[config.mk]
export PLATFORM = sky130hd
export DESIGN_NAME = fir16_cfg
export DESIGN_NICKNAME = d
export VERILOG_FILES = /design/src/hdl/fir16_pkg.sv /design/src/hdl/fir16_cfg.sv
export SDC_FILE = /design/constraint.sdc
export NUM_CORES = 1
export LEC_CHECK = 0
export ABC_AREA = 1
export BUFFER_PORTS_ARGS = -buffer_cell sky130_fd_sc_hd__buf_2
export CAP_MARGIN = 20
export CORE_AREA = 2 2 155 157
export DETAILED_ROUTE_END_ITERATION = 10
export DIE_AREA = 0 0 157 159
export PLACE_DENSITY = 0.92
export SYNTH_ARGS = -nofsm -noshare
export SYNTH_HDL_FRONTEND = slang
export SYNTH_SLANG_ARGS = --single-unit
[constraint.sdc]
create_clock -name clk_i -period 1.11 [get_ports clk_i]
set_input_delay 0 -clock clk_i [delete_from_list [all_inputs] [get_ports clk_i]]
set_output_delay 0 -clock clk_i [all_outputs]
set_load 0.02 [all_outputs]
[src/hdl/fir16_pkg.sv]
package fir16_pkg;

  // filter shape
  localparam int TAPS       = 16;
  localparam int NUM_BANKS  = 4;
  localparam int COEF_PER_BANK = 4;
  localparam int COEF_DEFINED  = NUM_BANKS * COEF_PER_BANK;

  // field and arithmetic widths
  localparam int CODE_W   = 12;
  localparam int TDATA_W  = 16;
  localparam int COEF_W   = 16;
  localparam int PROD_W   = CODE_W + COEF_W;
  localparam int GROUP_SZ = 4;
  localparam int GROUPS   = (TAPS + GROUP_SZ - 1) / GROUP_SZ;
  localparam int GRP_W    = PROD_W + $clog2(GROUP_SZ);
  localparam int ACC_W    = GRP_W + $clog2(GROUPS);
  localparam int OUT_SHIFT = 15;

  // configuration port
  localparam int BANK_W  = 64;
  localparam int IDX_W   = $clog2(NUM_BANKS);
  localparam int IDX_LSB = 3;
  localparam int ADDR_W  = IDX_W + IDX_LSB;

  typedef enum logic [IDX_W-1:0] {
    REG_COEF_A = 2'd0,
    REG_COEF_B = 2'd1,
    REG_COEF_C = 2'd2,
    REG_COEF_D = 2'd3
  } reg_idx_e;

  typedef logic signed [CODE_W-1:0] sample_t;
  typedef logic signed [COEF_W-1:0] coef_t;
  typedef logic signed [PROD_W-1:0] prod_t;
  typedef logic signed [GRP_W-1:0]  grp_t;
  typedef logic signed [ACC_W-1:0]  acc_t;
  typedef logic [BANK_W-1:0]        bank_t;

  localparam acc_t DAC_MID = acc_t'(2048);
  localparam acc_t DAC_MAX = acc_t'(4095);

endpackage

[src/hdl/fir16_cfg.sv]
module fir16_cfg
  import fir16_pkg::*;
(
  input  logic                clk_i,
  input  logic                rst_ni,
  input  logic                psel,
  input  logic                penable,
  input  logic                pwrite,
  input  logic [ADDR_W-1:0]   paddr,
  input  logic [BANK_W-1:0]   pwdata,
  output logic [BANK_W-1:0]   prdata,
  output logic                pready,
  output coef_t               coef_o [TAPS]
);

  bank_t    bank_q [NUM_BANKS];
  reg_idx_e idx;
  logic     wr_en;

  assign idx    = reg_idx_e'(paddr[ADDR_W-1:IDX_LSB]);
  assign wr_en  = psel && penable && pwrite;
  assign pready = 1'b1;

  always_ff @(posedge clk_i or negedge rst_ni) begin
    if (!rst_ni) begin
      for (int b = 0; b < NUM_BANKS; b++) bank_q[b] <= '0;
    end else if (wr_en) begin
      case (idx)
        REG_COEF_A: bank_q[0] <= pwdata;
        REG_COEF_B: bank_q[1] <= pwdata;
        REG_COEF_C: bank_q[2] <= pwdata;
        REG_COEF_D: bank_q[3] <= pwdata;
        default: ;
      endcase
    end
  end

  always_comb begin
    case (idx)
      REG_COEF_A: prdata = bank_q[0];
      REG_COEF_B: prdata = bank_q[1];
      REG_COEF_C: prdata = bank_q[2];
      REG_COEF_D: prdata = bank_q[3];
      default:    prdata = '0;
    endcase
  end

  // taps past the last bank weigh zero
  always_comb begin
    for (int j = 0; j < TAPS; j++) begin
      if (j < COEF_DEFINED) begin
        coef_o[j] = bank_q[j / COEF_PER_BANK][(j % COEF_PER_BANK) * COEF_W +: COEF_W];
      end else begin
        coef_o[j] = '0;
      end
    end
  end

endmodule

==> results.py, run 1 <==
metrics = {
    "logic_synthesis": {
        "syn_avg_cell_area_um2": 8.11,
        "syn_area_um2": 11900,
        "synth_seq_area_share_pct": 53.8,
        "synth_top_area_cell": "dfrtp_1",
        "synth_warnings": 0,
        "netlist_instances": 1467,
        "ys_types": 17,
        "ys_ff_latch": 256,
        "synth_area_leaders": "dfrtp_1 (54%), nand2_1 (26%), nand3_1 (8.1%)",
        "synth_top_area_share_pct": 53.8,
        "syn-num-nets": 1541,
    },
    "place": {
        "dpl_cell_area_um2": 14300,
        "gp_congestion": 0.874,
        "dp_hpwl_um": 27200,
        "io_buffers": 390,
    },
    "timing": {
        "worst-ep-kind": "output port",
        "worstEndpointGrtRepair": "prdata[49]",
    },
    "clock_tree": {
        "cts_sinks": 256,
        "cts_root_buf": "clkbuf_16",
        "clk_path_buf_depth": 3,
        "h-tree-depth": 1,
        "cts_made_buffers": 27,
    },
    "status": {
        "status": "stopped before the end",
        "lastStage": "global routing",
        "tool.error": "[ERROR GRT-0232] Routing congestion too high. Check the congestion heatmap in the GUI.",
    },
    "die": {
        "initial_utilization_pct": 51.3,
        "die_h_um": 159,
        "ios": 395,
        "rows": 56,
        "die_w_um": 157,
    },
    "global_routing": {
        "overflow": 108,
        "grt_max_degree": 71,
        "grtUsageTotal_pct": 77.4,
    },
}
-- synthesized netlist by cell type (all sizes together) --
master,number
buf,88
nand3,193
conb,1
clkbuf,12
dfrtp,256
nand2,841
nand4,64
inv,6
nor2,6
-- metrics by stage --
stage,instances,hold WS [ps],worst slack (ps),setup TNS (ps)
floorplan,1467,-296,232,0
global placement,2127,-63.1,67.2,0
detailed placement,2127,-62.3,40.4,0
CTS,2501,-14.8,-282,-30300
-- metal layers --
metal | overflow | global-route usage (%)
met1 | 0 | 78.1
met2 | 46 | 90.9
met3 | 1 | 68.3
met4 | 59 | 71.3
met5 | 2 | 31.3
-- cells by family after synthesis --
kind of cell / share of synthesized area (%)
AND/OR/NAND/NOR: 39.2
flip-flops: 53.8
other: 0.0315
buffers and inverters: 6.90
-- what timing repair did --
| item | CTS |
|---|---|
| setup endpoints to repair | 252 |
| gates resized for setup | 580 |
| setup buffers | 259 |
| endpoints found under the hold margin | 512 |
| pin swaps | 65 |
| hold buffers | 65 |
==> run 2: changes to the inputs <==
--- a/config.mk
+++ b/config.mk
@@ -8,10 +8,10 @@
 export ABC_AREA = 1
 export BUFFER_PORTS_ARGS = -buffer_cell sky130_fd_sc_hd__buf_2
 export CAP_MARGIN = 20
-export CORE_AREA = 2 2 155 157
+export CORE_MARGIN = 2
+export CORE_UTILIZATION = 40
 export DETAILED_ROUTE_END_ITERATION = 10
-export DIE_AREA = 0 0 157 159
-export PLACE_DENSITY = 0.92
+export PLACE_DENSITY_LB_ADDON = 0.15
 export SYNTH_ARGS = -nofsm -noshare
 export SYNTH_HDL_FRONTEND = slang
 export SYNTH_SLANG_ARGS = --single-unit
==> results.py, run 2 <==
metrics = {
    "critical_path": {
        "crit_chain": "nand3_1 -> nand4_1 -> buf_6",
        "timing.critical_path.fanout_max": 2,
        "slowest_stage": "dfrtp_1",
        "required_ps": 1110,
        "reg2regPathDepth": 5,
        "cpPeakStageDelay_ps": 410,
        "r2r-start": "coef_o[1]",
        "cp.arrival_ps": 1390,
        "rr_endpoint": "coef_o[1]",
        "critPathCaptureType": "primary output",
        "cp-start-kind": "register",
        "path_class": "register to primary output",
        "rrSetupSlack_ps": 120,
    },
    "die": {
        "die_h_um": 176,
        "die_w_um": 176,
        "dieArea_um2": 31100,
        "initial_utilization_pct": 40.4,
        "ios": 395,
        "fp.coreArea_um2": 29500,
        "rows": 63,
    },
    "timing": {
        "fin_crit_sh_pct": 125,
        "setup_viol": 288,
        "skew_ps": 0,
        "maxSlewHeadroom_pct": 59.8,
        "worst_pin_slew_ps": 602,
        "max_freq_mhz": 718,
        "min_period_ps": 1390,
        "fin_ws_ps": -282,
        "slew_viol_final": 0,
        "rsz0062_at_grt": "true",
        "hold_viol_final": 0,
    },
    "power_and_ir_drop": {
        "vdd_ir_drop_max_v": 0.00116,
        "power_frac_comb_pct": 43.7,
        "power.total_mw": 39.6,
        "p_sw_share_pct": 34.7,
        "p_leak_nw": 11.1,
        "internal_power_mw": 25.8,
        "power_switching_mw": 13.7,
        "p_per_area_nw_per_um2": 1910,
        "pwr-share-seq_pct": 33.0,
        "p_clk_share_pct": 23.3,
    },
    "global_routing": {
        "grtUsageTotal_pct": 31.2,
        "grt_max_degree": 111,
        "first_global_vias": 13600,
        "grt_first_pass_wirelength_um": 75800,
        "overflow": 0,
        "antenna_found_initial": 0,
    },
    "clock_tree": {
        "clk_latency_ps": 530,
        "cts_sinks": 256,
        "clk_pin_slew_worst_paths_ps": 60,
        "cts_made_buffers": 28,
        "clk_path_buf_depth": 3,
        "cts_tree": "yes",
        "h-tree-depth": 1,
        "cts_root_buf": "clkbuf_16",
    },
    "logic_synthesis": {
        "synthMuxAreaShare_pct": 0,
        "synth_most_common_cell": "nand2_1",
        "ys_ff_latch": 256,
        "ys_types": 17,
        "synth_top_area_share_pct": 53.8,
        "synth_xor_area_share_pct": 0,
        "synth_commonest_cells": "nand2_1 (834), dfrtp_1 (256), nand3_1 (192)",
        "synth_seq_area_share_pct": 53.8,
        "synth_area_leaders": "dfrtp_1 (54%), nand2_1 (26%), nand3_1 (8.1%)",
        "async_flop_share_pct": 100,
        "synth-simple-area-share_pct": 39.2,
        "syn_area_um2": 11900,
        "synth_edf_count": 0,
        "syn_avg_cell_area_um2": 8.11,
        "syn-num-nets": 1541,
        "yosys.area_share.adder_pct": 0,
        "netlist_instances": 1467,
        "synth_top_area_cell": "dfrtp_1",
        "synth_compound_area_share_pct": 0,
        "synth_warnings": 0,
        "synth_top_family_by_area": "simple AND/OR/NAND/NOR gates",
        "synth_ff_type": "dfrtp_1",
    },
    "routing": {
        "route.final.wire_length_um": 50700,
        "drt_iter0_drc": 1067,
        "routedWlPerCell_um": 19.4,
        "firstDrtPassIters": 8,
        "drc": 0,
        "ant_nets": 0,
        "vias_per_cell": 5.30,
        "num_vias": 13800,
    },
    "finish": {
        "area_growth_syn_to_layout_pct": 73.9,
        "multi_input_area_um2": 4720,
        "drive_above_1_share_pct": 36.2,
        "seqCellArea_um2": 6410,
        "final_common_cell": "nand2_1",
        "largest_reg_flops": 256,
        "final_cell_mix": "nand2_1 (834), buf_6 (475), dfrtp_1 (254)",
        "diodes": 0,
        "final_nets": 2272,
        "fillers": 2147,
        "stdcell_area_um2": 20700,
    },
    "min_path": {
        "hp-start": "paddr[3]",
        "min_path_cells": 6,
        "worstHoldEndpoint": "coef_o[232]",
        "hold_class": "input port to register",
    },
    "status": {
        "status": "complete, but fails checks",
        "violations": "negative setup slack",
    },
    "place": {
        "dpl_cell_area_um2": 14300,
        "io_buffers": 390,
        "dp_hpwl_um": 27400,
        "gp_congestion": 0.816,
    },
    "run": {
        "drv_cap": 0,
    },
}
-- run 2: cell counts after synthesis --
No cell type changed its count.
-- run 2: stage by stage --
step	cells	setup TNS (ps)	setup slack, ps	util [%]	hold WS, ps
floorplan	1467	0	232	-	-296
global placement	2197	0	53.6	48.6	-73.0
detailed placement	2197	0	8.30	48.6	-72.0
CTS	2570	-31640	-257	67.9	109
global route	2606	-40160	-325	70.2	131
finish	2606	-29810	-282	70.2	120
-- run 2: what timing repair did --
action,in CTS,in global routing
buffers inserted,259,97
gates cloned,0,0
endpoints found under the hold margin,512,0
endpoints found under the setup margin,301,422
resized for setup,676,176
hold buffers,66,0
pin swaps,83,47
-- run 2: kinds of logic (layout without fill, tap and decap cells) --
group,Yosys count,in the layout
AND/OR/NAND/NOR,1104,1104
flip-flops,256,256
buffers and inverters,106,855
other,1,1
-- run 2: worst max-delay path: cells and delay by family (launching register included) --
kind	cells	cell delay, ps
AND/OR/NAND/NOR	2	270
flip-flops	1	410
buffers and inverters	1	170
-- run 2: power groups by stage --
| stage | Clock [mW] | Combinational, mW | Sequential, mW |
|---|---|---|---|
| after floorplan | 0 | 3.01 | 15.1 |
| after global placement | 0 | 8.88 | 13.2 |
| after detailed placement | 0 | 9.02 | 13.2 |
| after CTS | 9.32 | 16.1 | 12.9 |
| after global routing | 9.77 | 18.3 | 13.2 |
| final | 9.21 | 17.3 | 13.0 |
-- run 2: layer usage --
layer / track usage, % / share of wire, % / vias up
li1: - / - / 6141
met1: 40.7 / 39 / 6632
met2: 50.0 / 47 / 855
met3: 5.77 / 9.0 / 190
met4: 15.5 / 5.0 / 0
met5: 0 / 0 / -
-- run 2: final cells by class --
cell class / instances / share of cell area [%]
Clock inverter: 2 / 0.169
Clock buffer: 46 / 4.15
Tap cell: 390 / 2.36
Multi-Input combinational cell: 1105 / 22.8
Inverter: 6 / 0.109
Sequential cell: 256 / 31.0
Timing Repair Buffer: 801 / 39.4
-- run 2: how the worst max path moves through the flow --
stage	startpoint	end	slack (ps)	depth (start not counted)
2_1_floorplan	paddr[4]	prdata[0]	230	6
3_3_place_gp	paddr[4]	coef_o[198]	50	7
3_5_place_dp	paddr[4]	coef_o[194]	8	7
4_1_cts	coef_o[3]	prdata[51]	-260	3
5_1_grt	coef_o[45]	prdata[29]	-330	3
6_report	coef_o[45]	prdata[29]	-280	3
Note: power is estimated with default switching activity, not from simulation.
==> run 3: changes to the inputs <==
--- a/config.mk
+++ b/config.mk
@@ -8,8 +8,10 @@
 export ABC_AREA = 1
 export BUFFER_PORTS_ARGS = -buffer_cell sky130_fd_sc_hd__buf_2
 export CAP_MARGIN = 20
+export CELL_PAD_IN_SITES_DETAIL_PLACEMENT = 0
+export CELL_PAD_IN_SITES_GLOBAL_PLACEMENT = 2
 export CORE_MARGIN = 2
-export CORE_UTILIZATION = 40
+export CORE_UTILIZATION = 31
 export DETAILED_ROUTE_END_ITERATION = 10
 export PLACE_DENSITY_LB_ADDON = 0.15
 export SYNTH_ARGS = -nofsm -noshare
==> results.py, run 3 (synthesis results as in run 2) <==
metrics = {
    "place": {
        "numPlacedInstances": 2323,
        "gp_congestion": 0.790,
        "io_buffers": 390,
        "dp_hpwl_um": 31000,
        "preCtsSetupSlack_ps": -1.32,
    },
    "finish": {
        "final_common_cell": "nand2_1",
        "final_cell_mix": "nand2_1 (834), buf_6 (464), dfrtp_1 (253)",
        "instances_no_fill": 2756,
        "area_growth_syn_to_layout_pct": 78.2,
        "final_nets": 2296,
        "drive_above_1_share_pct": 37.2,
        "largest_reg_flops": 256,
    },
    "min_path": {
        "hold_class": "input port to async pin",
    },
    "routing": {
        "routedWlPerCell_um": 19.1,
        "drt_iter0_drc": 642,
        "route.final.wire_length_um": 52600,
        "num_vias": 13100,
        "ant_nets": 0,
        "drc": 0,
        "firstDrtPassIters": 7,
        "vias_per_cell": 4.74,
    },
    "timing": {
        "slew_viol_final": 0,
        "max_freq_mhz": 722,
        "fin_ws_ps": -275,
        "tns_ps": -31540,
        "skew_ps": 0,
        "rsz0062_at_grt": "true",
        "min_period_ps": 1390,
        "timing.hold.ws_ps": -86.6,
        "setup_viol": 297,
        "fin_crit_sh_pct": 125,
        "hold_viol_final": 23,
    },
    "power_and_ir_drop": {
        "p_per_area_nw_per_um2": 1900,
        "p_leak_nw": 11.3,
        "vdd_ir_drop_max_v": 0.00129,
    },
    "critical_path": {
        "rrSetupSlack_ps": 120,
        "cp.arrival_ps": 1390,
        "r2r-start": "coef_o[126]",
        "critPathCaptureType": "primary output",
        "required_ps": 1110,
        "cp-startpoint": "coef_o[25]",
        "cp-start-kind": "register",
        "timing.critical_path.fanout_max": 2,
        "path_class": "register to primary output",
    },
    "status": {
        "status": "complete, but fails checks",
        "violations": "negative hold slack, negative setup slack",
    },
    "die": {
        "fp.coreArea_um2": 37800,
        "rows": 71,
        "die_w_um": 200,
        "ios": 395,
        "initial_utilization_pct": 31.5,
        "die_h_um": 200,
        "dieArea_um2": 40000,
    },
    "clock_tree": {
        "cts_tree": "yes",
        "clk_path_buf_depth": 3,
        "clk_pin_slew_worst_paths_ps": 60,
        "cts_made_buffers": 30,
        "h-tree-depth": 1,
        "cts_root_buf": "clkbuf_16",
        "cts_hold_buf": 67,
        "cts_sinks": 256,
        "clk_latency_ps": 550,
    },
    "global_routing": {
        "grtUsageTotal_pct": 25.6,
        "antenna_found_initial": 2,
        "overflow": 0,
        "grt_first_pass_wirelength_um": 78000,
        "grt_max_degree": 80,
        "first_global_vias": 13200,
    },
    "run": {
        "drv_cap": 0,
    },
}
run 3: worst max-delay path: stages (launching register included):
cell,delay [ps]
dfrtp_1,380
nand3_1,90
nand4_1,160
buf_4,200
run 3: final timing paths:
kind	end	depth (start not counted)
setup / recovery	prdata[41]	3
hold / removal	coef_o[106]	2
setup reg to reg	coef_o[126]	5
hold reg to reg	coef_o[94]	2
max in group asynchronous	coef_o[62]	4
min in group clk_i	coef_o[158]	5
run 3: power by group:
group | total (mW) | internal (mW) | switching [mW]
registers | 13.0 | 11.3 | 1.71
logic | 17.3 | 9.20 | 8.08
clock network | 10.0 | 6.03 | 3.98
total | 40.3 | 26.5 | 13.8
run 3: routing by layer:
layer / track usage [%] / vias up / part of all wire [%]
met4: 6.58 / 2 / 2.7
met2: 42.3 / 461 / 47
met1: 34.3 / 6324 / 43
met3: 5.28 / 81 / 7.4
li1: - / 6190 / -
met5: 0 / - / 0.025
run 3: timing repair:
item,in CTS,in global routing
gates cloned,0,5
endpoints found under the hold margin,512,23
pin swaps,61,35
endpoints found under the setup margin,320,470
gates resized for setup,703,129
setup buffers,267,88
run 3: metrics by stage:
step / total power, mW / util, % / cell area (µm²)
after floorplan: 18.1 / - / 11900
after global placement: 22.4 / 38.6 / 14600
after detailed placement: 22.5 / 38.6 / 14600
after CTS: 39.6 / 54.4 / 20500
after global routing: 42.2 / 56.2 / 21200
final: 40.3 / 56.2 / 21200
run 3: final cells by class:
class	count	area, µm²
multi-input cells	1105	4730
flip-flops and latches	256	6410
repair buffers	823	8410
fillers	3524	16500
clock buffers	42	857
clock inverters	12	135
inverters	6	22.5
well taps	511	639
diodes	1	2.50
