===== config.mk =====
export PLATFORM = sky130hd
export DESIGN_NAME = fir16_out
export DESIGN_NICKNAME = d
export VERILOG_FILES = /design/src/hdl/fir16_pkg.sv /design/src/hdl/fir16_out.sv
export SDC_FILE = /design/constraint.sdc
export NUM_CORES = 1
export LEC_CHECK = 0
export ABC_AREA = 0
export BUFFER_PORTS_ARGS = -buffer_cell sky130_fd_sc_hd__buf_2
export CORE_MARGIN = 8
export CORE_UTILIZATION = 36
export CTS_BUF_LIST = sky130_fd_sc_hd__clkbuf_16
export CTS_CLUSTER_SIZE = 25
export DETAILED_ROUTE_END_ITERATION = 8
export GPL_TIMING_DRIVEN = 0
export PLACE_DENSITY = 0.85
export SYNTH_ARGS = -nofsm -noshare
export SYNTH_HDL_FRONTEND = slang
export SYNTH_SLANG_ARGS = --single-unit

===== constraint.sdc =====
create_clock -name clk_i -period 1.1 [get_ports clk_i]
set_input_delay 0.11 -clock clk_i [delete_from_list [all_inputs] [get_ports clk_i]]
set_output_delay 0.11 -clock clk_i [all_outputs]
set_load 0.01 [all_outputs]

===== src/hdl/fir16_pkg.sv =====
package fir16_pkg;

  // filter shape
  localparam int TAPS       = 16;
  localparam int NUM_BANKS  = 4;
  localparam int COEF_PER_BANK = 4;
  localparam int COEF_DEFINED  = NUM_BANKS * COEF_PER_BANK;

  // field and arithmetic widths
  localparam int CODE_W   = 12;
  localparam int TDATA_W  = 16;
  localparam int COEF_W   = 16;
  localparam int PROD_W   = CODE_W + COEF_W;
  localparam int GROUP_SZ = 4;
  localparam int GROUPS   = (TAPS + GROUP_SZ - 1) / GROUP_SZ;
  localparam int GRP_W    = PROD_W + $clog2(GROUP_SZ);
  localparam int ACC_W    = GRP_W + $clog2(GROUPS);
  localparam int OUT_SHIFT = 15;

  // configuration port
  localparam int BANK_W  = 64;
  localparam int IDX_W   = $clog2(NUM_BANKS);
  localparam int IDX_LSB = 3;
  localparam int ADDR_W  = IDX_W + IDX_LSB;

  typedef enum logic [IDX_W-1:0] {
    REG_COEF_A = 2'd0,
    REG_COEF_B = 2'd1,
    REG_COEF_C = 2'd2,
    REG_COEF_D = 2'd3
  } reg_idx_e;

  typedef logic signed [CODE_W-1:0] sample_t;
  typedef logic signed [COEF_W-1:0] coef_t;
  typedef logic signed [PROD_W-1:0] prod_t;
  typedef logic signed [GRP_W-1:0]  grp_t;
  typedef logic signed [ACC_W-1:0]  acc_t;
  typedef logic [BANK_W-1:0]        bank_t;

  localparam acc_t DAC_MID = acc_t'(2048);
  localparam acc_t DAC_MAX = acc_t'(4095);

endpackage


===== src/hdl/fir16_out.sv =====
module fir16_out
  import fir16_pkg::*;
(
  input  logic              clk_i,
  input  logic              rst_ni,
  input  logic              valid_i,
  output logic              ready_o,
  input  acc_t              acc_i,
  output logic              valid_o,
  input  logic              ready_i,
  output logic [CODE_W-1:0] code_o
);

  acc_t              level;
  logic [CODE_W-1:0] code_d;
  logic [CODE_W-1:0] code_q;
  logic              valid_q;

  assign ready_o = !valid_q || ready_i;

  // floor shift, recenter, clamp to the converter range
  always_comb begin
    level = (acc_i >>> OUT_SHIFT) + DAC_MID;
    if (level < 0) begin
      code_d = '0;
    end else if (level > DAC_MAX) begin
      code_d = '1;
    end else begin
      code_d = level[CODE_W-1:0];
    end
  end

  always_ff @(posedge clk_i or negedge rst_ni) begin
    if (!rst_ni) begin
      valid_q <= 1'b0;
    end else if (ready_o) begin
      valid_q <= valid_i;
    end
  end

  always_ff @(posedge clk_i) begin
    if (valid_i && ready_o) code_q <= code_d;
  end

  assign valid_o = valid_q;
  assign code_o  = code_q;

endmodule


# Word level (Yosys, flattened, before mapping)
# Index checks and enable logic that the tools add are counted.
[totals] ram_bits=0 romBits=0 memories=0 out_inout_bits=14 latchBits=0 word_cells=9 regBits=13
[classes] n_eq_ne=0 n_mul=0 n_bitwise=0 n_lt_le_gt_ge=2 addsub=1 shift=0 n_reduce_logical=3 mux=1 n_div=0
[op_table] op="$add 17x13->18 const B" n=1
[op_table] op="$gt 18x13->1 const B" n=1
[op_table] op="$lt 18x1->1 const B" n=1
[op_table] op="$mux 12" n=1
[op_table] op="$logic_and 1x1->1" n=1
[op_table] op="$logic_not 1->1" n=1
[op_table] op="$logic_or 1x1->1" n=1

# Logic depth before layout (Yosys ltp)
# Gate-level depths: netlist of run 1.
[logic_depth] word_depth=3 mapped_depth=5

# Least setup slack after synthesis of run 1
# OpenSTA, ideal clock, no wires.
[synth_path] path_kind="input port to flip-flop" from="input acc_i[26]" to="register code_q[0] (netlist: code_o[0]), data pin" setup_time_ps=275 required_ps=825 path_buffers=1 arrival_ps=1101 path_slack_ps=-276 stages=5 cell_sequence="ha_1 or4_4 buf_6 nor2_1 a211oi_1"
[synth_between] elab_chain_len=3 word_cells_on_any_way=4 cone_classes="add/sub: 1; order compare: 2; mux: 1"
[synth_lines] item="from (decl)" line_no="fir16_out.sv:8" rtl="input acc_t acc_i,"
[synth_lines] item="$add 17x13->18 *" line_no="fir16_out.sv:23" rtl="level = (acc_i >>> OUT_SHIFT) + DAC_MID;"
[synth_lines] item="$gt 18x13->1" line_no="fir16_out.sv:26" rtl="end else if (level > DAC_MAX) begin"
[synth_lines] item="$mux 12" line_no="fir16_out.sv:26"
[synth_lines] item="to (signal assigned)" line_no="fir16_out.sv:42" rtl="if (valid_i && ready_o) code_q <= code_d;"
[synth_lines] item="to (decl)" line_no="fir16_out.sv:16" rtl="logic [CODE_W-1:0] code_q;"
# Every way passes the cells marked *; elsewhere a longest branch is shown, timed or not.
# A chain may end at the register's enable or synchronous reset.

# Final worst setup path of run 1
[layout_path] from="input acc_i[26]" to="register code_q[10] (netlist: code_o[10]), data pin"
# Same word-level chain as after synthesis.

==> out/summary.md, run 1 <==
Cell type of the slowest stage on the worst timing path: or4_4. Count of pins over their slew limit: 0. The pre-antenna-repair detailed-routing pass consisted of 4 iterations. The buffer type at the clock tree root is clkbuf_16. The weighted congestion reported at the end of routability-driven placement was 0.773; the synthesized area was 721 um^2. TritonCTS built the clock tree. The flow ran to the end, but the final reports show violations. Kind of path behind the tightest hold check: in -> reg. In this run, distinct cell masters in the synthesized netlist total 20. At the pin with the least slew margin, the transition time is 311 ps. The final period utilization works out to 111%. The logs give 13 for the largest net degree at the start of global routing and 164 for the number of inserted filler cells in the final layout. The number of violations reported at the end of detailed-routing iteration 0 was 15; the met3 track demand over resource in global routing was 4.87%. The worst-case IR drop observed on VDD is 634 uV. For the routed via count, the log shows 695. Total number of H-tree levels: 1. Measured on the finished design, the core utilization comes to 58.7%. In the final design database the tool counted 145 nets.

The most utilized layer in the global route result was met2. Once layout is done, the placed cells without fillers occupy 1130 um^2. The clock skew is 0.218 ps, and the number of port buffers is 34.

After detailed routing, the total wire length is 2010 um. The width of the chip works out to 60.7 um. The number of antenna violations at the first check in global routing is 0. The total overflow left after global routing is 0.

Global routing used 11.9% of the available tracks across all layers. The worst-skew pair later-pin latency was 240 ps. The critical path goes through buf_8, ha_4, or4_4, buf_6, nor2_2, a211oi_1. Detail-routed via count per cell: 5.19. The tools report the pre-CTS worst setup slack as -447 ps. For the worst setup path, the data required time is 1080 ps.

The post-route DRC violation count came out at 0. Power spread over the standard cell area amounts to 1330 nW/um^2. The via count of the first global-routing pass was 706.

The global-route met2 utilization was 19.5%; the clock edge transition at the registers on the reported setup and hold paths was 40 ps. For the worst setup path, the data arrival time is 1200 ps. The repair_antennas step left the layout with diodes totalling 0. The number of clock buffers added by TritonCTS is 3. The tools report the post-route worst setup slack as -117 ps. Setup violations remaining at the end of the flow were counted as 12. The first global-routing pass estimated 3300 um of wire. The initial core utilization was 37.5%.

Counting I/O delays and the setup requirement, the final critical path takes 1220 ps. The I/O pin count was 50; the worst hold path depth was 2. The tool flagged a number of max-cap violations equal to 0. After legalization and detailed placement, the total HPWL measured 1390 um.

The remaining antenna violation count after routing was 0; the routed wirelength normalized by instance count was 15.0 um. The floorplan step defined a die boundary enclosing 3690 um^2. Synthesis produced 65 cells.

The post-route netlist has 57.9% of its cells at a drive strength greater than 1. STA classifies the critical path endpoint as a flip-flop. For the leakage power, the log shows 0.000447 uW. After detailed placement, the total cell area comes to 941 um^2. The run gives 13 as the number of clock sinks seen by CTS. The delay of the slowest critical-path stage is 440 ps, and the row count is 16. The tools report the number of hold violations in the final report as 0. The clock passes through at most 2 buffers.

The headroom to the max-slew limit came out at 79.3%. Setup repair after global routing could not meet its margin everywhere. For this run, the number of Yosys warnings is 0. Measured along the y axis, the die boundary spans 60.7 um. Timing would allow up to 822 MHz. The synthesized net count is 102. Of all nets on the critical path, the largest fanout is 5.

The post-synthesis average cell area is 11.1 um^2, and the post-route setup TNS is -1250 ps. The area growth from synthesis to layout is 56.4%. The critical path is of the in -> reg type.

STA classifies the critical path startpoint as an input port. After synthesis, flip-flops and latches occupy 53.5% of the total area. The global routing met1 resource utilization came out at 13.0%.

After synthesis the netlist holds a flip-flop and latch count of 13. The checks that failed: setup timing. The cell depth of the worst flop-to-flop path was 2. The core region is 1920 um^2.
==> layout by cell type (no fill, tap or decap), drive strengths merged <==
| cell | Yosys | layout |
|---|---|---|
| nand2 | 1 | 1 |
| a32oi | 1 | 1 |
| dlygate4sd3 | 0 | 1 |
| nor2b | 1 | 1 |
| clkbuf | 4 | 6 |
| buf | 1 | 39 |
| or4 | 1 | 1 |
| inv | 1 | 2 |
| edfxtp | 12 | 12 |
| ha | 1 | 1 |
| and4 | 1 | 1 |
| nor3b | 11 | 11 |
| nand3b | 1 | 1 |
| nor2 | 12 | 12 |
| nand2b | 2 | 2 |
| a211oi | 11 | 11 |
| and2 | 1 | 1 |
| dfrtp | 1 | 1 |
| a21o | 1 | 1 |
| a21boi | 1 | 1 |
==> cell type report <==
| cell class | count | area [um^2] | area share, % |
|---|---|---|---|
| inverters | 1 | 3.75 | 0.333 |
| clock inverters | 1 | 3.75 | 0.333 |
| repair buffers | 38 | 223 | 19.8 |
| plain buffers | 5 | 30.0 | 2.66 |
| clock buffers | 3 | 75.1 | 6.66 |
| well taps | 27 | 33.8 | 3.00 |
| flip-flops and latches | 13 | 385 | 34.2 |
| multi-input cells | 46 | 373 | 33.1 |
==> flip-flops by register name, summed over array words and instances, names as in the netlist <==
signal,count
code_o,12
valid_o,1
==> layer usage <==
metal	vias up	wire (um)	share of wire [%]
met5	-	0	0
met1	331	765	38
met2	28	979	49
met4	0	31	1.5
met3	4	230	11
li1	332	-	-
==> worst paths after layout <==
check	slack (ps)	start	to
worst min-delay path	80	valid_i	valid_o
max in group asynchronous	840	rst_ni	valid_o
min in group asynchronous	180	rst_ni	valid_o
worst max-delay path	-120	acc_i[26]	code_o[10]
worst min register to register	530	valid_o	valid_o
worst max register to register	60	valid_o	code_o[8]
==> stage by stage <==
step / hold slack, ps / instances / total power [uW]
after floorplan: -186 / 65 / 703
after global placement: -116 / 126 / 794
after detailed placement: -113 / 126 / 802
after CTS: 82.4 / 134 / 1490
after global routing: 78.3 / 134 / 1560
final: 78.2 / 134 / 1490
==> synth_stat cells (all sizes together) <==
library cell   n  area share [%]
nand2          1            0.52
nor2b          1            0.87
buf            1             1.6
nand2b         2             1.7
nor2          12             6.6
nand3b         1             1.0
a211oi        11              11
nor3b         11              11
a21boi         1             1.0
a32oi          1             1.2
a21o           1             1.0
inv            1            0.52
edfxtp        12              50
and4           1             1.2
dfrtp          1             3.5
ha             1             1.7
clkbuf         4             2.1
or4            1             1.6
and2           1            0.87
==> power by group <==
| part | internal, uW | switching, uW |
|---|---|---|
| clock | 478 | 190 |
| combinational | 110 | 129 |
| sequential | 580 | 5.75 |
==> critical path: cells and delay by family <==
family	cells	cell delay, ps
compound gates	1	60
fa+ha+maj	1	220
buf+inv	2	270
simple gates	2	530
==> kinds of logic after synthesis <==
group	count (synthesis)	share of synthesized area, %
AO/OA/AOI/OAI	14	14.8
flip-flops	13	53.5
AND/OR/NAND/NOR	31	25.9
adder cells (fa/ha/maj)	1	1.74
buffers and inverters	6	4.17
==> repair_timing <==
action / 4_1_cts / 5_1_grt
endpoints found under the setup margin: 12 / 12
cloned: 1 / 0
pin swaps: 0 / 0
resized for setup: 21 / 5
endpoints found under the hold margin: 1 / 0
buffers inserted: 2 / 0
hold buffers: 1 / 0
Note: power is estimated with default switching activity, not from simulation.
==> run 2, diff against run 1 <==
GPL_TIMING_DRIVEN = not set   (was 0)
==> run 2 against run 1 <==
Against the previous run:
- setup slack gained 30 ps
- sequential power is essentially flat
- via count grew 1.9%
- flip-flop and latch count is the same
- total power grew 0.74%
- count of clock-buffer cells in the layout is the same
- clock skew is essentially flat
- the run still ends with setup timing left
- clock power grew 2%
- core utilization shrank 2.3 points
- wire length grew 5.5%
- global-route usage grew 0.67 points
==> out/summary.md, run 2 (same netlist as run 1, synthesis figures left out) <==
The flow ran to the end, but the final reports show violations. The final reports fail on setup timing. The worst hold path begins at valid_i.

Of all nets on the critical path, the largest fanout is 6. The logs give 0 for the count of pins over their slew limit and 39.0% for the sequential power share. Total CTS buffers: 3. The tool flagged a number of max-cap violations equal to 0.

The number of antenna diodes in the final layout is 0. Static timing analysis puts the maximum clock frequency at 843 MHz. The overall track demand over capacity in global routing came out at 12.5%. The leakage power is 0.000429 uW.

The post-route worst setup slack is -86.0 ps. For the final setup violation count, the log shows 12. The tools report the net switching power figure as 337 uW.

The run gives 0 as the number of antenna violations at the first check in global routing. The tools report the kind of start point of the critical path as an input port. The tools report the net count of the finished layout as 142. The final critical path takes up 108% of the cycle. Commonest non-fill, non-tap cell in the layout: buf_2. After global routing the overflow that remains totals 0. First-pass GRT wire length: 3310 um. The run gives 0 as the post-route DRC violation count. In this design, the largest share of critical-path delay is due to simple AND/OR/NAND/NOR gates. The internal cell power is 1170 uW. After routing, the total negative slack on setup checks comes to -479 ps.

Setup repair after global routing could not meet its margin everywhere. The count of nets left with antenna violations once routing finished came out at 0. In this run the core area contains 16 standard-cell rows. Summing over every cut layer, the via total after detailed routing is 708.

The initial utilization of the core area, before any placement, comes to 37.5%. Combinational cells account for 15.8% of the total power. Net switching is 22.4% of the power.

I/O pin count: 50. Entering global routing, the biggest net connects 14 pins. The time the final worst path needs with I/O delays and setup was 1190 ps; the cell depth of the worst flop-to-flop path was 2. STA puts the critical path data arrival time at 1160 ps.

The clock skew was 0.657 ps; the total iterations of the first detailed-routing run was 4. At the later pin of the worst-skew pair, clock insertion delay measures 240 ps. The kind of path behind the tightest hold check is in -> reg.

Width of the chip: 60.7 um. The final cell utilization of the core was 56.4%; the number of hold violations in the final report was 0. The die covers 3690 um^2. At the pin with the least slew margin, the transition time is 255 ps. The clock edge transition at the registers on the reported setup and hold paths works out to 40 ps. The relative area change from synthesis to final layout is 50.3%, and the total number of H-tree levels is 1.

For this design, the sink count on the clock tree is 13. The total area inside the core boundary comes to 1920 um^2. At the end of routability-driven placement, the weighted congestion stood at 0.698. The number of buffers on the longest clock path came out at 2. In this run, the number of DRC markers left after iteration 0 of detailed routing was 14. Count of buffer and inverter cells on the critical path: 1.

The library cells used most frequently in the layout, excluding fill and tap cells, are 32 x buf_2, 12 x edfxtp_1, 11 x a211oi_1. The number of port buffers was 34. The critical path goes through buf_8, ha_4, or4_4, nor2_1, a211oi_1. Dividing the detail-routed via count by the number of cells gives 5.40. For the worst setup path, the data required time is 1080 ps. STA classifies the critical path endpoint as a flip-flop.

The worst hold path depth is 2, and the register-to-register path setup slack is 60 ps. On the worst path, the slowest cell contributes a delay of 490 ps. The slowest stage of the critical path belongs to the cell or4_4.

For hold timing, the worst endpoint is valid_o. Start of the worst register-to-register path: valid_o. The tree is rooted in a clkbuf_16.

The capturing point of the worst reg2reg path was code_o[4]. The headroom to the max-slew limit was 82.9%. The run gives 45.2% as the power share of the clock group. In the final routed layout, each cell accounts on average for 16.2 um. TritonCTS built the clock tree. Measured along the y axis, the die boundary spans 60.7 um. In the final layout, the share of cells above drive strength 1 is 53.8%. The power density normalized to cell area was 1390 nW/um^2.

The via count of the first global-routing pass is 760, and the number of flip-flops in the largest register is 12. The setup path with the least slack is of type in -> reg. The tools report the final wirelength as 2120 um. The tools report the largest voltage drop on the vdd net as 812 uV.
==> run 2: cell types whose count changed in the layout (fill, tap and decap cells not counted), moves of 2 or more <==
cell      previous run  this run
buf_4                2         4
buf_6                3         1
clkbuf_2             2         0
nor2_1               2         4
nor2_4               2         0
nor3b_1              8        10
nor3b_2              3         1
==> run 2: worst max path at each step <==
| stage | from | to | slack [ps] | depth (start not counted) |
|---|---|---|---|---|
| 2_1_floorplan | acc_i[26] | code_o[10] | -220 | 5 |
| 4_1_cts | acc_i[26] | code_o[7] | -90 | 5 |
| 6_report | acc_i[26] | code_o[9] | -90 | 5 |
| 3_3_place_gp | acc_i[26] | code_o[10] | -330 | 5 |
| 3_5_place_dp | acc_i[26] | code_o[6] | -390 | 5 |
| 5_1_grt | acc_i[26] | code_o[4] | -100 | 5 |
==> run 2: layout make-up <==
type                            count  area (um^2)
Fill cell                         179          838
Multi-Input combinational cell     47          355
Inverter                            1         3.75
Clock buffer                        3         75.1
Tap cell                           27         33.8
Timing Repair Buffer               39          226
Sequential cell                    13          385
Clock inverter                      1         3.75
==> run 2: repair_timing <==
item,CTS,global route
setup buffers,0,0
hold buffers,1,0
pin swaps,6,6
setup endpoints to repair,12,12
hold endpoints to repair,1,0
gates cloned,1,0
gates resized for setup,5,11
==> run 2: per-stage QoR <==
stage,area [um^2],instances,setup slack [ps],hold slack [ps],power [uW]
floorplan,737,65,-215,-186,703
global placement,943,125,-328,-116,796
detailed placement,943,125,-391,-112,808
CTS,1060,131,-93.6,72.7,1500
global route,1080,131,-101,87.2,1560
finish,1080,131,-86.0,69.7,1510
==> run 2: power by group through the flow <==
stage | combinational [uW] | clock, uW | sequential, uW
finish | 237 | 681 | 587
CTS | 228 | 683 | 588
floorplan | 89.8 | 0 | 613
global placement | 202 | 0 | 595
global route | 257 | 712 | 590
detailed placement | 213 | 0 | 596
==> run 2: routing by layer <==
layer	vias up	wire [um]	GRT usage [%]
met1	337	810	13.0
met2	38	1030	20.8
met5	-	0	0
met3	5	206	2.54
li1	328	-	-
met4	0	73	11.3
==> run 2: worst reg2reg max path, stage by stage, from the launching register on <==
cell      delay, ps
dfrtp_1         370
nand2b_1        120
and2_4          260
==> run 3, diff against run 2 <==
ABC_AREA = 1   (was 0)
CORE_UTILIZATION = 37   (was 36)
==> run 3 against run 2 <==
Against the previous run:
- the run still ends with setup timing left
- global-route usage fell by 3.2 points
- die area rose by 2.9%
- non-clock buffer count rose by 3
- count of clock-buffer cells in the layout did not move
- first-iteration DRC count rose by 21%
- critical path depth rose by 7
- sequential share of layout area fell by 4.0 points
- register-to-register slack barely moved
- sequential power barely moved
- synthesized cell count rose by 48%
- largest power group unchanged
- area after synthesis rose by 6.8%
- largest cell class unchanged
- combinational power rose by 12%
==> out/summary.md, run 3 <==
The top cell type by area accounts for 46.8% of the synthesized area. The critical path in this run is classified as in -> reg. The logs give 39.2% for the initial core utilization and 113 ps for the worst hold slack across all endpoints.

The worst-case IR drop observed on VDD is 793 uV. The post-route netlist has 44.6% of its cells at a drive strength greater than 1. Total number of H-tree levels: 1. In this run, flip-flops and latches consume 38.8% of the power. The commonest cells after synthesis are 32 x inv_1, 26 x nand2_1, 13 x nand3_1. The congestion estimate from routability-driven global placement came to 0.717. The number of nets in the synthesized netlist is 133. Counting flops with an async set or reset pin after synthesis yields a share of 7.69%. The run gives 1150 ps as the arrival time reported for the critical path endpoint.

Summed over all cells, the static leakage comes to 0.000649 uW. In this run the clock root is driven by a clkbuf_16. The worst setup path is launched from an input port. The first detailed-routing pass took 3 iterations. The floorplan has 16 rows.

The relative area change from synthesis to final layout works out to 58.5%. Of the total power, combinational logic draws 17.6%. The number of antenna diodes in the final layout is 0. The pre-CTS worst setup slack was -290 ps.

The final setup violation count was 12; the switching power as a share of total power was 21.8%. The run gives 96 as the number of cells produced by synthesis. The kind of path behind the tightest hold check is in -> reg. In this run the tightest slew margin relative to its limit is 76.9%. The tools report the sum of net half-perimeters after detailed placement as 1370 um. Yosys mapped a number of flops with a built-in enable equal to 12. The proportion of synthesized chip area in sequential cells was 50.1%.

TritonCTS built the clock tree. For this design the top-level I/O count stands at 50. The endpoint required time on the critical path came out at 1090 ps. Synthesis instantiated 13 different standard cells from the library. Power share of the clock group: 43.6%.

The run gives 162 as the number of inserted filler cells in the final layout. edfxtp_1 takes more of the synthesized area than any other cell. The tools report the final wirelength as 1740 um.

The post-route worst setup slack was -56.3 ps; the transition time of the tightest slew-check pin was 345 ps. Type of element capturing the critical path: a flip-flop. For the total CTS buffers, the log shows 3. Global routing consumed, over all layers together, 9.38% of the routing resources. Time the final worst path needs with I/O delays and setup: 1160 ps.

The final critical path takes up 105% of the cycle. For this run the aggregate overflow at the end of global routing stands at 0. Across the whole layout, storage elements account for 385 um^2. In the final design database the tool counted 177 nets. The number of port buffers came out at 34. After detailed routing, the number of vias per cell comes to 4.13. After synthesis, the mean cell area works out to 8.02 um^2. The region available for standard cell placement spans 1960 um^2. The synthesized area was 769 um^2.

Library cell with the highest instance count after synthesis: inv_1. The largest fanout on the critical path was 6; the count of maximum capacitance violations was 0. The logs give 240 ps for the worst-skew pair later-pin latency and 0 for the number of buffers inserted by post-CTS setup repair. The run gives 0 as the post-route DRC violation count.

The largest net degree at the start of global routing was 13; the y dimension of the die was 61.6 um. The multi-input combinational cells in the finished layout cover a total of 302 um^2. Counting along the longest clock path gives a buffer depth of 2. In this run the power density over the cells is 1240 nW/um^2.

The final reports fail on setup timing. The warning count from the yosys run is 0. The number of antenna violations at the first check in global routing is 0, and the power consumption is 1510 uW.

The number of hold violations in the final report came out at 0. The count of pins over their slew limit is 0. The die covers 3800 um^2. In this run, synthesis produced a sequential element count of 13. Clock-pin slew was measured on the worst setup and hold paths at 40 ps. Internal power comes to 1180 uW. By area the synthesized netlist is led by edfxtp_1 47%, inv_1 16%, nand2_1 13%. The logs give 865 MHz for the achievable frequency and 2570 um for the first-pass GRT wire length. In the synthesized netlist the dominant register cell turns out to be edfxtp_1. In this run, the number of DRC markers left after iteration 0 of detailed routing was 17.

In this run the horizontal extent of the chip is 61.6 um. Number of clock sinks seen by CTS: 13. The library cells used most frequently in the layout, excluding fill and tap cells, are 32 x inv_1, 32 x buf_2, 23 x nand2_1.

Setup repair after global routing could not meet its margin everywhere. For this design the total switching power over the nets is 330 uW. The register with the most flip-flops in the layout has 12 of them. The via count of the first global-routing pass is 631, and the clock skew is 1.31 ps. The detailed router placed 685 vias in this run. Routed wirelength normalized by instance count: 10.5 um. The run finished, with violations left. Remaining antenna violation count after routing: 0.
==> run 3: metrics by stage <==
stage	TNS (ps)	area, um^2	cells	util, %
after floorplan	-505	793	96	-
after global placement	-2530	1040	160	53.2
after detailed placement	-3270	1040	160	53.2
after CTS	-8.12	1150	165	58.6
after global routing	-1240	1220	166	62.2
final	-379	1220	166	62.2
==> run 3: timing repair <==
action,CTS,global route
pin swaps,1,7
hold buffers,1,0
setup endpoints to repair,12,12
resized for setup,4,13
endpoints found under the hold margin,1,0
gates cloned,0,1
==> run 3: power by group through the flow <==
| stage | Sequential (uW) | Clock [uW] | Combinational, uW |
|---|---|---|---|
| final | 586 | 660 | 266 |
| after global routing | 589 | 690 | 296 |
| after CTS | 587 | 672 | 244 |
| after detailed placement | 595 | 0 | 234 |
| after global placement | 594 | 0 | 227 |
| after floorplan | 612 | 0 | 106 |
==> run 3: final cells by class <==
type                    instances  area share, %
clock buffers                   3           6.15
inverters                      32           9.85
repair buffers                 42           24.6
multi-input cells              48           24.7
flip-flops and latches         13           31.6
clock inverters                 1          0.308
well taps                      27           2.77
==> run 3: logic make-up (layout without fill, tap and decap cells) <==
kind of cell               Yosys count  after routing  share of synthesized area (%)
and+or+nand+nor                     45             45                           26.3
buffers and inverters               35             78                           20.3
AOI/OAI and AO/OA                    2              2                           1.63
adders and majority gates            1              1                           1.63
DFF                                 13             13                           50.1
==> run 3: layer usage <==
metal | up-vias | track usage [%] | part of all wire, % | wire length [um]
li1 | 371 | - | - | -
met1 | 280 | 10.8 | 40 | 694
met2 | 29 | 14.2 | 45 | 784
met3 | 5 | 3.13 | 13 | 225
met4 | 0 | 6.82 | 2.3 | 40
met5 | - | 0 | 0 | 0
==> run 3: critical path: stages <==
cell and delay (ps):
buf_6 80, ha_4 130, inv_1 40, nand2_1 50
nand2_1 60, nor2_2 110, nand2_2 70, nor2_4 160
clkbuf_16 170, nand3_2 60, nand2_1 60, inv_1 50
==> run 3: worst paths after layout <==
check,start,slack [ps],end,cells after the start
max in group asynchronous,rst_ni,840,valid_o,2
min in group asynchronous,rst_ni,180,valid_o,2
max reg2reg,valid_o,70,code_o[9],2
max,acc_i[27],-60,code_o[3],12
min reg2reg,valid_o,600,valid_o,2
min,valid_i,110,valid_o,3
